[src/hsvc_pkg.sv]
// Shared types and fixed field widths for the HSV to RGB converter.
// No dependencies; hsv_to_rgb_converter_top imports this package.
`default_nettype none

package hsvc_pkg;

    localparam int HUE_W  = 15;
    localparam int CHAN_W = 13;

    typedef struct packed {
        logic signed [HUE_W-1:0] hue;
        logic [CHAN_W-1:0]       saturation;
        logic [CHAN_W-1:0]       brightness;
    } t_hsv_req;

    typedef struct packed {
        logic [CHAN_W-1:0] red;
        logic [CHAN_W-1:0] green;
        logic [CHAN_W-1:0] blue;
    } t_rgb_req;

endpackage

`default_nettype wire

[src/hsvc_const_div.sv]
// Division of an unsigned value by a constant through a registered reciprocal product.
// Standalone; used twice by hsv_to_rgb_converter_top.
`default_nettype none

module hsvc_const_div #(
    parameter int NUM_W   = 16,
    parameter int DIVISOR = 5760
) (
    input  wire logic             i_clk,
    input  wire logic             i_en,
    input  wire logic [NUM_W-1:0] i_num,
    output logic      [NUM_W-1:0] o_quo
);

    // With SHIFT = NUM_W + ceil(log2(DIVISOR)) and a rounded-up reciprocal, the
    // truncated product equals the exact quotient for every NUM_W-bit numerator.
    localparam int          LOG_D  = $clog2(DIVISOR);
    localparam int          SHIFT  = NUM_W + LOG_D;
    localparam int          K_W    = NUM_W + 2;
    localparam int          PROD_W = NUM_W + K_W;
    localparam logic [63:0] RECIP  =
        ((64'd1 << SHIFT) + 64'(DIVISOR) - 64'd1) / 64'(DIVISOR);

    logic [PROD_W-1:0] r_prod;
    logic [PROD_W-1:0] n_prod;

    assign n_prod = PROD_W'(i_num) * PROD_W'(RECIP[K_W-1:0]);

    always_ff @(posedge i_clk) begin
        if (i_en) begin
            r_prod <= n_prod;
        end
    end

    assign o_quo = NUM_W'(r_prod >> SHIFT);

endmodule

`default_nettype wire

[src/hsv_to_rgb_converter_top.sv]
// HSV to RGB colour converter, seven-stage pipeline, top level.
// Depends on hsvc_pkg and hsvc_const_div.
`default_nettype none

//  channel   valid     stall     payload   direction
//  request   i_valid   o_stall   i_hsv     in
//  result    o_valid   i_stall   o_rgb     out
//
// One request is taken every clock while o_stall is low. Its result passes through the
// seven register stages to the outputs; the two reciprocal multipliers (hue wrap and
// sector position) each have a register stage of their own.
// Reset clears only the stage valid bits. A stall from downstream holds the
// last stage; earlier stages keep moving while they have empty slots ahead.

module hsv_to_rgb_converter_top
    import hsvc_pkg::*;
#(
    parameter int FRACTION_BITS        = 12,
    parameter int HUE_STEPS_PER_DEGREE = 16
) (
    input  wire logic     i_clk,
    input  wire logic     i_rst_n,
    input  wire logic     i_valid,
    output logic          o_stall,
    input  wire t_hsv_req i_hsv,
    output logic          o_valid,
    input  wire logic     i_stall,
    output t_rgb_req      o_rgb
);

    localparam int NSTG     = 7;
    localparam int W        = 60 * HUE_STEPS_PER_DEGREE;
    localparam int T        = 360 * HUE_STEPS_PER_DEGREE;
    localparam int HUE_SPAN = 1 << (HUE_W - 1);
    localparam int OFS      = T * ((HUE_SPAN + T - 1) / T);
    localparam int UW       = $clog2(OFS + HUE_SPAN);
    localparam int R_W      = $clog2(T);
    localparam int WB       = $clog2(W + 1);
    localparam int NUM_W    = CHAN_W + WB;
    localparam int SV_W     = 2 * CHAN_W + 1;
    localparam int ONE      = 1 << FRACTION_BITS;
    localparam int HALF     = 1 << (FRACTION_BITS - 1);

    localparam logic [2:0] SEC_R_TO_Y = 3'd0;
    localparam logic [2:0] SEC_Y_TO_G = 3'd1;
    localparam logic [2:0] SEC_G_TO_C = 3'd2;
    localparam logic [2:0] SEC_C_TO_B = 3'd3;
    localparam logic [2:0] SEC_B_TO_M = 3'd4;
    localparam logic [2:0] SEC_M_TO_R = 3'd5;

    localparam logic [R_W-1:0] W1 = R_W'(W);
    localparam logic [R_W-1:0] W2 = R_W'(2 * W);
    localparam logic [R_W-1:0] W3 = R_W'(3 * W);
    localparam logic [R_W-1:0] W4 = R_W'(4 * W);
    localparam logic [R_W-1:0] W5 = R_W'(5 * W);

    // Pipeline control: a stage may load when it is empty or the next one loads.
    logic [NSTG-1:0] r_vld;
    logic [NSTG-1:0] w_en;

    always_comb begin
        w_en[NSTG-1] = !r_vld[NSTG-1] || !i_stall;
        for (int k = NSTG - 2; k >= 0; k--) begin
            w_en[k] = !r_vld[k] || w_en[k+1];
        end
    end

    assign o_stall = !w_en[0];
    assign o_valid = r_vld[NSTG-1];

    always_ff @(posedge i_clk) begin
        if (!i_rst_n) begin
            r_vld <= '0;
        end else begin
            if (w_en[0]) begin
                r_vld[0] <= i_valid;
            end
            for (int k = 1; k < NSTG; k++) begin
                if (w_en[k]) begin
                    r_vld[k] <= r_vld[k-1];
                end
            end
        end
    end

    // Stage 1: clamp saturation and brightness, shift the hue to a positive range.
    logic [UW-1:0]     r1_u;
    logic [CHAN_W-1:0] r1_s;
    logic [CHAN_W-1:0] r1_v;
    logic [UW-1:0]     n1_u;
    logic [CHAN_W-1:0] n1_s;
    logic [CHAN_W-1:0] n1_v;

    always_comb begin
        n1_u = UW'(int'(i_hsv.hue) + OFS);
        n1_s = (32'(i_hsv.saturation) > 32'(ONE)) ? CHAN_W'(ONE) : i_hsv.saturation;
        n1_v = (32'(i_hsv.brightness) > 32'(ONE)) ? CHAN_W'(ONE) : i_hsv.brightness;
    end

    always_ff @(posedge i_clk) begin
        if (w_en[0]) begin
            r1_u <= n1_u;
            r1_s <= n1_s;
            r1_v <= n1_v;
        end
    end

    // Stage 2: saturation times value, and the hue divided by one full turn.
    logic [UW-1:0]       r2_u;
    logic [2*CHAN_W-1:0] r2_sv;
    logic [CHAN_W-1:0]   r2_v;
    logic [UW-1:0]       w_turns;

    hsvc_const_div #(
        .NUM_W   (UW),
        .DIVISOR (T)
    ) u_turn_div (
        .i_clk (i_clk),
        .i_en  (w_en[1]),
        .i_num (r1_u),
        .o_quo (w_turns)
    );

    always_ff @(posedge i_clk) begin
        if (w_en[1]) begin
            r2_u  <= r1_u;
            r2_sv <= (2 * CHAN_W)'(r1_s) * (2 * CHAN_W)'(r1_v);
            r2_v  <= r1_v;
        end
    end

    // Stage 3: wrapped hue and rounded chroma.
    logic [R_W-1:0]    r3_h;
    logic [CHAN_W-1:0] r3_c;
    logic [CHAN_W-1:0] r3_v;
    logic [UW-1:0]     n3_rem;
    logic [SV_W-1:0]   n3_csum;

    always_comb begin
        n3_rem  = r2_u - UW'(w_turns * UW'(T));
        n3_csum = SV_W'(r2_sv) + SV_W'(HALF);
    end

    always_ff @(posedge i_clk) begin
        if (w_en[2]) begin
            r3_h <= R_W'(n3_rem);
            r3_c <= CHAN_W'(n3_csum >> FRACTION_BITS);
            r3_v <= r2_v;
        end
    end

    // Stage 4: sector, distance from the sector pair centre, and the offset m.
    logic [2:0]        r4_sec;
    logic [WB-1:0]     r4_wmd;
    logic [CHAN_W-1:0] r4_c;
    logic [CHAN_W-1:0] r4_m;
    logic [2:0]        n4_sec;
    logic [R_W-1:0]    n4_t;
    logic [R_W-1:0]    n4_d;

    always_comb begin
        if (r3_h >= W5) begin
            n4_sec = SEC_M_TO_R;
        end else if (r3_h >= W4) begin
            n4_sec = SEC_B_TO_M;
        end else if (r3_h >= W3) begin
            n4_sec = SEC_C_TO_B;
        end else if (r3_h >= W2) begin
            n4_sec = SEC_G_TO_C;
        end else if (r3_h >= W1) begin
            n4_sec = SEC_Y_TO_G;
        end else begin
            n4_sec = SEC_R_TO_Y;
        end
        if (r3_h >= W4) begin
            n4_t = r3_h - W4;
        end else if (r3_h >= W2) begin
            n4_t = r3_h - W2;
        end else begin
            n4_t = r3_h;
        end
        n4_d = (n4_t >= W1) ? (n4_t - W1) : (W1 - n4_t);
    end

    always_ff @(posedge i_clk) begin
        if (w_en[3]) begin
            r4_sec <= n4_sec;
            r4_wmd <= WB'(W1 - n4_d);
            r4_c   <= r3_c;
            r4_m   <= r3_v - r3_c;
        end
    end

    // Stage 5: numerator of the secondary component, rounded half up.
    logic [NUM_W-1:0]  r5_n;
    logic [2:0]        r5_sec;
    logic [CHAN_W-1:0] r5_c;
    logic [CHAN_W-1:0] r5_m;

    always_ff @(posedge i_clk) begin
        if (w_en[4]) begin
            r5_n   <= NUM_W'(r4_c) * NUM_W'(r4_wmd) + NUM_W'(W / 2);
            r5_sec <= r4_sec;
            r5_c   <= r4_c;
            r5_m   <= r4_m;
        end
    end

    // Stage 6: divide by the sector width.
    logic [2:0]        r6_sec;
    logic [CHAN_W-1:0] r6_c;
    logic [CHAN_W-1:0] r6_m;
    logic [NUM_W-1:0]  w_x_full;

    hsvc_const_div #(
        .NUM_W   (NUM_W),
        .DIVISOR (W)
    ) u_sector_div (
        .i_clk (i_clk),
        .i_en  (w_en[5]),
        .i_num (r5_n),
        .o_quo (w_x_full)
    );

    always_ff @(posedge i_clk) begin
        if (w_en[5]) begin
            r6_sec <= r5_sec;
            r6_c   <= r5_c;
            r6_m   <= r5_m;
        end
    end

    // Stage 7: channel order by sector, then the common offset.
    t_rgb_req          r7_rgb;
    t_rgb_req          n7_rgb;
    logic [CHAN_W-1:0] n7_x;
    logic [CHAN_W-1:0] n7_r;
    logic [CHAN_W-1:0] n7_g;
    logic [CHAN_W-1:0] n7_b;

    always_comb begin
        n7_x = CHAN_W'(w_x_full);
        case (r6_sec)
            SEC_R_TO_Y: begin
                n7_r = r6_c;  n7_g = n7_x;  n7_b = '0;
            end
            SEC_Y_TO_G: begin
                n7_r = n7_x;  n7_g = r6_c;  n7_b = '0;
            end
            SEC_G_TO_C: begin
                n7_r = '0;    n7_g = r6_c;  n7_b = n7_x;
            end
            SEC_C_TO_B: begin
                n7_r = '0;    n7_g = n7_x;  n7_b = r6_c;
            end
            SEC_B_TO_M: begin
                n7_r = n7_x;  n7_g = '0;    n7_b = r6_c;
            end
            default: begin
                n7_r = r6_c;  n7_g = '0;    n7_b = n7_x;
            end
        endcase
        n7_rgb.red   = n7_r + r6_m;
        n7_rgb.green = n7_g + r6_m;
        n7_rgb.blue  = n7_b + r6_m;
    end

    always_ff @(posedge i_clk) begin
        if (w_en[6]) begin
            r7_rgb <= n7_rgb;
        end
    end

    assign o_rgb = r7_rgb;

endmodule

`default_nettype wire
[config.mk]
export PLATFORM = sky130hd
export DESIGN_NAME = hsv_to_rgb_converter_top
export DESIGN_NICKNAME = d
export VERILOG_FILES = /design/src/hsvc_pkg.sv /design/src/hsvc_const_div.sv /design/src/hsv_to_rgb_converter_top.sv
export SDC_FILE = /design/constraint.sdc
export NUM_CORES = 1
export LEC_CHECK = 0
export ABC_AREA = 1
export BUFFER_PORTS_ARGS = -buffer_cell sky130_fd_sc_hd__buf_2
export CORE_ASPECT_RATIO = 1.4
export CORE_MARGIN = 1.5
export CORE_UTILIZATION = 50
export CTS_CLUSTER_SIZE = 30
export DETAILED_ROUTE_END_ITERATION = 16
export PLACE_DENSITY = 0.69
export SETUP_SLACK_MARGIN = 0.1
export SLEW_MARGIN = 20
export SYNTH_ARGS = -nofsm -noshare
export SYNTH_HDL_FRONTEND = slang
export SYNTH_SLANG_ARGS = --single-unit
[constraint.sdc]
create_clock -name i_clk -period 7.7 [get_ports i_clk]
set_clock_uncertainty 0.2 [all_clocks]
set_input_delay 0.77 -clock i_clk [delete_from_list [all_inputs] [get_ports i_clk]]
set_output_delay 0.77 -clock i_clk [all_outputs]
set_load 0.005 [all_outputs]
# --- Word-level counts from Yosys, hierarchy flattened ---
# Cells that the tools add are included.
word_totals:
  out_inout_bits: 41
  ff_bits: 377
  input_bits: 45
classes:
  eq_ne: 4
  addsub: 13
  n_mux: 10
  n_lt_le_gt_ge: 8
  n_reduce_logical: 24
  multipliers: 5
ops:
  columns: ["operator", "count"]
  rows:
  - ["case mux 13 bit (2 select lines)", 3]
  - ["multiplier 23 x 24 -> 46 bit (second input constant)", 1]
  - ["adder 13 bit", 3]
  - ["multiplier 16 x 17 -> 33 bit (second input constant)", 1]
  - ["greater-or-equal comparator 13 x 10 -> 1 bit (second input constant)", 2]
  - ["greater-or-equal comparator 13 x 12 -> 1 bit (second input constant)", 2]
  - ["greater-than comparator 13 bit (second input constant)", 2]
  - ["2-to-1 mux 13 bit", 2]
  - ["subtractor 13 bit", 2]
  - ["adder 25 x 12 -> 25 bit (second input constant)", 1]
  - ["multiplier 13 x 13 -> 25 bit", 1]
  - ["adder 23 x 9 -> 23 bit (second input constant)", 1]
  - ["multiplier 13 x 10 -> 23 bit", 1]
  - ["subtractor 10 bit (first input constant)", 2]
  - ["adder 15 x 16 -> 16 bit (second input constant)", 1]
  - ["OR reduction 2 bit", 7]
  - ["greater-or-equal comparator 13 x 11 -> 1 bit (second input constant)", 1]
  - ["greater-or-equal comparator 13 bit (second input constant)", 1]
  - ["subtractor 13 x 11 -> 13 bit (second input constant)", 1]
  - ["subtractor 13 x 12 -> 13 bit (second input constant)", 1]
  - ["2-to-1 mux 10 bit", 1]
  - ["subtractor 10 bit (second input constant)", 1]
  - ["zero test 1 bit", 9]
  - ["logical OR 1 bit", 7]
  - ["7 further kinds", 10]

# --- Longest topological paths before layout ---
depth:
  depth_word: 9
  depth_mapped: 28
  mapped_depth_nobuf: 28

# --- Hierarchy ---
# From an unflattened synthesis, not the netlist that was laid out.
unflattened:
  hier_cells: 3918
  hier_area_um2: 34575.7
by_module_without_submodules:
  columns: ["module", "cells_each", "n_inst", "area_per_inst_um2"]
  rows:
  - ["hsv_to_rgb_converter_top", 2332, 1, 22829.4]
  - ["hsvc_const_div (u_sector_div)", 987, 1, 6660.1]
  - ["hsvc_const_div (u_turn_div)", 599, 1, 5086.1]

# --- Least setup slack after synthesis ---
# Ideal clock, no wire load.
synth_timing:
  path_kind: "input to register"
  startpoint: "in i_stall"
  endpoint: "reg r1_s[0], enable pin"
  stages: 13
  setup_time_ns: 0.396
  t_required_ns: 7.104
  path_buffers: 0
  arrival_time_ns: 7.745
  slack_ns: -0.642
  path_cell_list: "nand2_1 > nor2_1 > inv_1 > nor2_1 > inv_1 > nor2_1 > inv_1 > nor2_1 > inv_1 > nor2_1 > inv_1 > nor2_1 > inv_1"
synth_via:
  elab_chain_cells: 8
synth_lines:
  columns: ["element", "line_no", "text"]
  rows:
  - ["start, declared", "hsv_to_rgb_converter_top.sv:27", "input wire logic i_stall,"]
  - ["zero test 1 bit", "hsv_to_rgb_converter_top.sv:62", "w_en[NSTG-1] = !r_vld[NSTG-1] || !i_stall;"]
  - ["logical OR 1 bit", "hsv_to_rgb_converter_top.sv:62", null]
  - ["logical OR 1 bit", "hsv_to_rgb_converter_top.sv:64", "w_en[k] = !r_vld[k] || w_en[k+1];"]
  - ["named net u_sector_div.i_en", "hsvc_const_div.sv:10", "input wire logic i_en,"]
  - ["logical OR 1 bit", "hsv_to_rgb_converter_top.sv:64", null]
  - ["named net w_en[4]", "hsv_to_rgb_converter_top.sv:59", "logic [NSTG-1:0] w_en;"]
  - ["logical OR 1 bit", "hsv_to_rgb_converter_top.sv:64", null]
  - ["named net w_en[3]", "hsv_to_rgb_converter_top.sv:59", null]
  - ["logical OR 1 bit", "hsv_to_rgb_converter_top.sv:64", null]
  - ["named net w_en[2]", "hsv_to_rgb_converter_top.sv:59", null]
  - ["logical OR 1 bit", "hsv_to_rgb_converter_top.sv:64", null]
  - ["named net u_turn_div.i_en", "hsvc_const_div.sv:10", null]
  - ["logical OR 1 bit", "hsv_to_rgb_converter_top.sv:64", null]
  - ["end signal, assigned", "hsv_to_rgb_converter_top.sv:103", "r1_s <= n1_s;"]
  - ["end, declared", "hsv_to_rgb_converter_top.sv:88", "logic [CHAN_W-1:0] r1_s;"]
# The timed path passes the listed nets, and every way through them passes these cells.
# A chain may end at the register's enable or synchronous reset.

# --- Worst setup path after layout ---
layout_timing:
  startpoint: "reg r4_wmd[4]"
  endpoint: "reg r5_n[19], data pin"
layout_via:
  elab_chain_cells: 2
layout_lines:
  columns: ["element", "line_no", "text"]
  rows:
  - ["start, declared", "hsv_to_rgb_converter_top.sv:154", "logic [WB-1:0] r4_wmd;"]
  - ["start signal, assigned", "hsv_to_rgb_converter_top.sv:188", "r4_wmd <= WB'(W1 - n4_d);"]
  - ["multiplier 13 x 10 -> 23 bit", "hsv_to_rgb_converter_top.sv:202", "r5_n <= NUM_W'(r4_c) * NUM_W'(r4_wmd) + NUM_W'(W / 2);"]
  - ["adder 23 x 9 -> 23 bit", "hsv_to_rgb_converter_top.sv:202", null]
  - ["end signal, assigned", "hsv_to_rgb_converter_top.sv:202", null]
  - ["end, declared", "hsv_to_rgb_converter_top.sv:195", "logic [NUM_W-1:0] r5_n;"]
# No other way between the ends.

==> reports/metrics.yaml <==
cp.arrival_ns: 6.34
worst_slew_pin_slew_ns: 1.131
path_class: "reg -> reg"
drc: 0
reg2reg_from: "r4_wmd[4]"
hpwl_mm: 58.77
ctsRootBufferMaster: "clkbuf_16"
pin_count: 86
synth_top_area_share_pct: 27.27
nNetsFinal: 4389
antenna_found_initial: 0
setup_violations: 0
synth_edf_count: 297
post_drt_via_cell_ratio: 5.127
portBuffers: 85
grt_pass1_vias: 23680
finalSetupTns_ns: 0
post_drt_wl_per_cell_um: 15.96
grt_max_degree: 55
h-tree-depth: 2
syn_nets: 4320
routabilityCongestion: 0.9716
clk_pin_slew_ns: 0.06
yosysUniqueCellTypes: 53
crit_family: "adder cells"
die_x_um: 219.1
min_period_ns: 6.226
hold_start: "r5_sec[1]"
cts_tree: "yes"
hold_end: "r6_sec[1]"
num_vias: 22370
outcome: "finished clean"
cp_slowest_cell: "edfxtp_1"
max_freq_ghz: 0.1606
dr.first_iter.drc_count: 976
finalCritPeriodShare_pct: 80.86
cp_cell_sequence: "nand2_1 > fa_1 > inv_1 > fa_1 > inv_1 > fa_1 > inv_1 > fa_1 > fa_1 > ha_1 > nand2_1 > o21ai_0 > a21o_1 > a21boi_0 > o21ai_0 > nand2_1 > nand3_1 > a21boi_0 > nand2_1 > nand3_1 > nand2_1"
grt_setup_unrepaired: "false"
netlist_instances: 3431
finalMaxSlewViolations: 0
drive_gt1_share_pct: 5.507
min_path_type: "reg -> reg"
synth_flop_cell: "edfxtp_1"
r2r_slack_ns: 1.47
rr_endpoint: "r5_n[19]"
cp_num_buf_inv: 3
clk-insertion-delay-late_ns: 0.56
yosysWarnings: 0
ant_nets: 0
cp-end-kind: "register"
insertedDiodeCount: 0
cp.required_ns: 7.81
clock_path_buffers: 3
path_max_fanout: 13
placed_cells: 4304
hold_depth: 0
synthToLayoutAreaGrowth_pct: 7.645
timing_hold_violations_final: 0
die_h_um: 305.6
yosysMostFrequentCell: "inv_1"
cts_buffers: 34
grt_usage_pct: 21.48
drtPass1Iterations: 5
seq_area_mm2: 0.009059
rr_worst_depth: 21
syn_avg_cell_area_um2: 9.531
grt_overflow: 0
ys_seq_area_share_pct: 27.70
synthTopCellsByArea: "edfxtp_1, fa_1, ha_1"
grt_pass1_wl_mm: 113.9
floorplan.rows: 110
relSlewSlack_pct: 24.43
slowest_delay_ns: 0.66
cts.repair.resized: 0
clkSinkCount: 304
async_flop_share_pct: 0
cp-startpoint: "r4_wmd[4]"
fill_cells: 5693
fin_cells: 4363
maxCapViolCount: 0
multiInputGateArea_mm2: 0.02008
start_util_pct: 50.66
whs_ns: 0.1927
hold_buffers: 0
post_cts_buffers: 0
synth_common_cells: "inv_1, nand2_1, ha_1"
finalWirelength_mm: 69.62
synth_area_mm2: 0.03270
fp.coreArea_mm2: 0.06455
synth-seq-cells: 304
die_area_mm2: 0.06697
synth_top_area_cell: "edfxtp_1"
cp-start-kind: "register"
[cells by family (layout without fill, tap and decap cells)]
logic type,after synthesis,in the layout,share of synthesized area [%]
buffers and inverters,947,1039,10.90
adders and majority gates,844,844,40.58
and+or+nand+nor,832,832,10.68
AOI/OAI and AO/OA,359,359,6.248
DFF,304,304,27.70
xor gates and xnor gates,145,145,3.884
[routing by layer]
layer | vias up | global-route usage (%) | wire length (µm)
met5 | - | 0 | 0
met1 | 10770 | 23.26 | 26260
met2 | 481 | 41.73 | 38130
li1 | 10960 | - | -
met3 | 160 | 2.249 | 2301
met4 | 0 | 8.729 | 2927
[layout make-up]
cell class	instances	share of cell area, %
multi-input combinational	2180	57.04
sequential	304	25.73
inverter	886	9.490
tap	840	2.986
clock buffer	36	2.438
timing repair buffer	94	1.400
clock inverter	23	0.9099
[layout by cell type, fill, tap and decap left out, types with 19 or more instances in the layout]
cell type,Yosys,routed
edfxtp_1,297,297
clkbuf_16,0,34
nor2_1,142,142
xor2_1,101,101
a31oi_1,19,19
inv_1,878,875
ha_1,483,483
fa_1,361,361
nand3_1,69,69
xnor2_1,44,44
nand2_1,540,539
buf_2,0,85
o22ai_1,39,39
a21oi_1,160,160
o21ai_0,82,82
nor3_1,19,19
[sequential cells by signal (all words and copies together) (netlist names), 14 cells and up]
signal,cells
r1_u,16
r2_sv,14
r5_n,23
o_rgb,39
[worst register-to-register path, cell delays in order, from the launching register on]
cell      delay [ns]
edfxtp_1        0.66
nand2_1         0.17
fa_1            0.59
inv_1           0.06
fa_1            0.50
inv_1           0.05
fa_1            0.47
inv_1           0.05
fa_1            0.50
fa_1            0.49
ha_1            0.38
nand2_1         0.09
o21ai_0         0.27
a21o_1          0.15
a21boi_0        0.13
o21ai_0         0.38
nand2_1         0.14
nand3_1         0.09
a21boi_0        0.35
nand2_1         0.13
nand3_1         0.09
nand2_1         0.05
[worst max path at each step]
stage	to	slack, ns	depth (start not counted)
6_report	r5_n[19]	1.47	21
5_1_grt	r5_n[19]	1.15	21
4_1_cts	r5_n[19]	1.51	21
3_5_place_dp	r5_n[19]	1.54	21
3_3_place_gp	r5_n[19]	1.69	21
2_1_floorplan	r1_s[0]	0.44	13
[per-stage QoR]
stage	worst slack, ns	utilization [%]	instance area (µm²)
after CTS	1.511	54.53	35200
after global routing	1.146	54.53	35200
after global placement	1.692	52.71	34020
after detailed placement	1.536	52.71	34020
final	1.474	54.53	35200
after floorplan	0.4422	-	32720
Power is not shown: default switching activity piles up to over one toggle a cycle in this logic, so the estimate is an artifact.
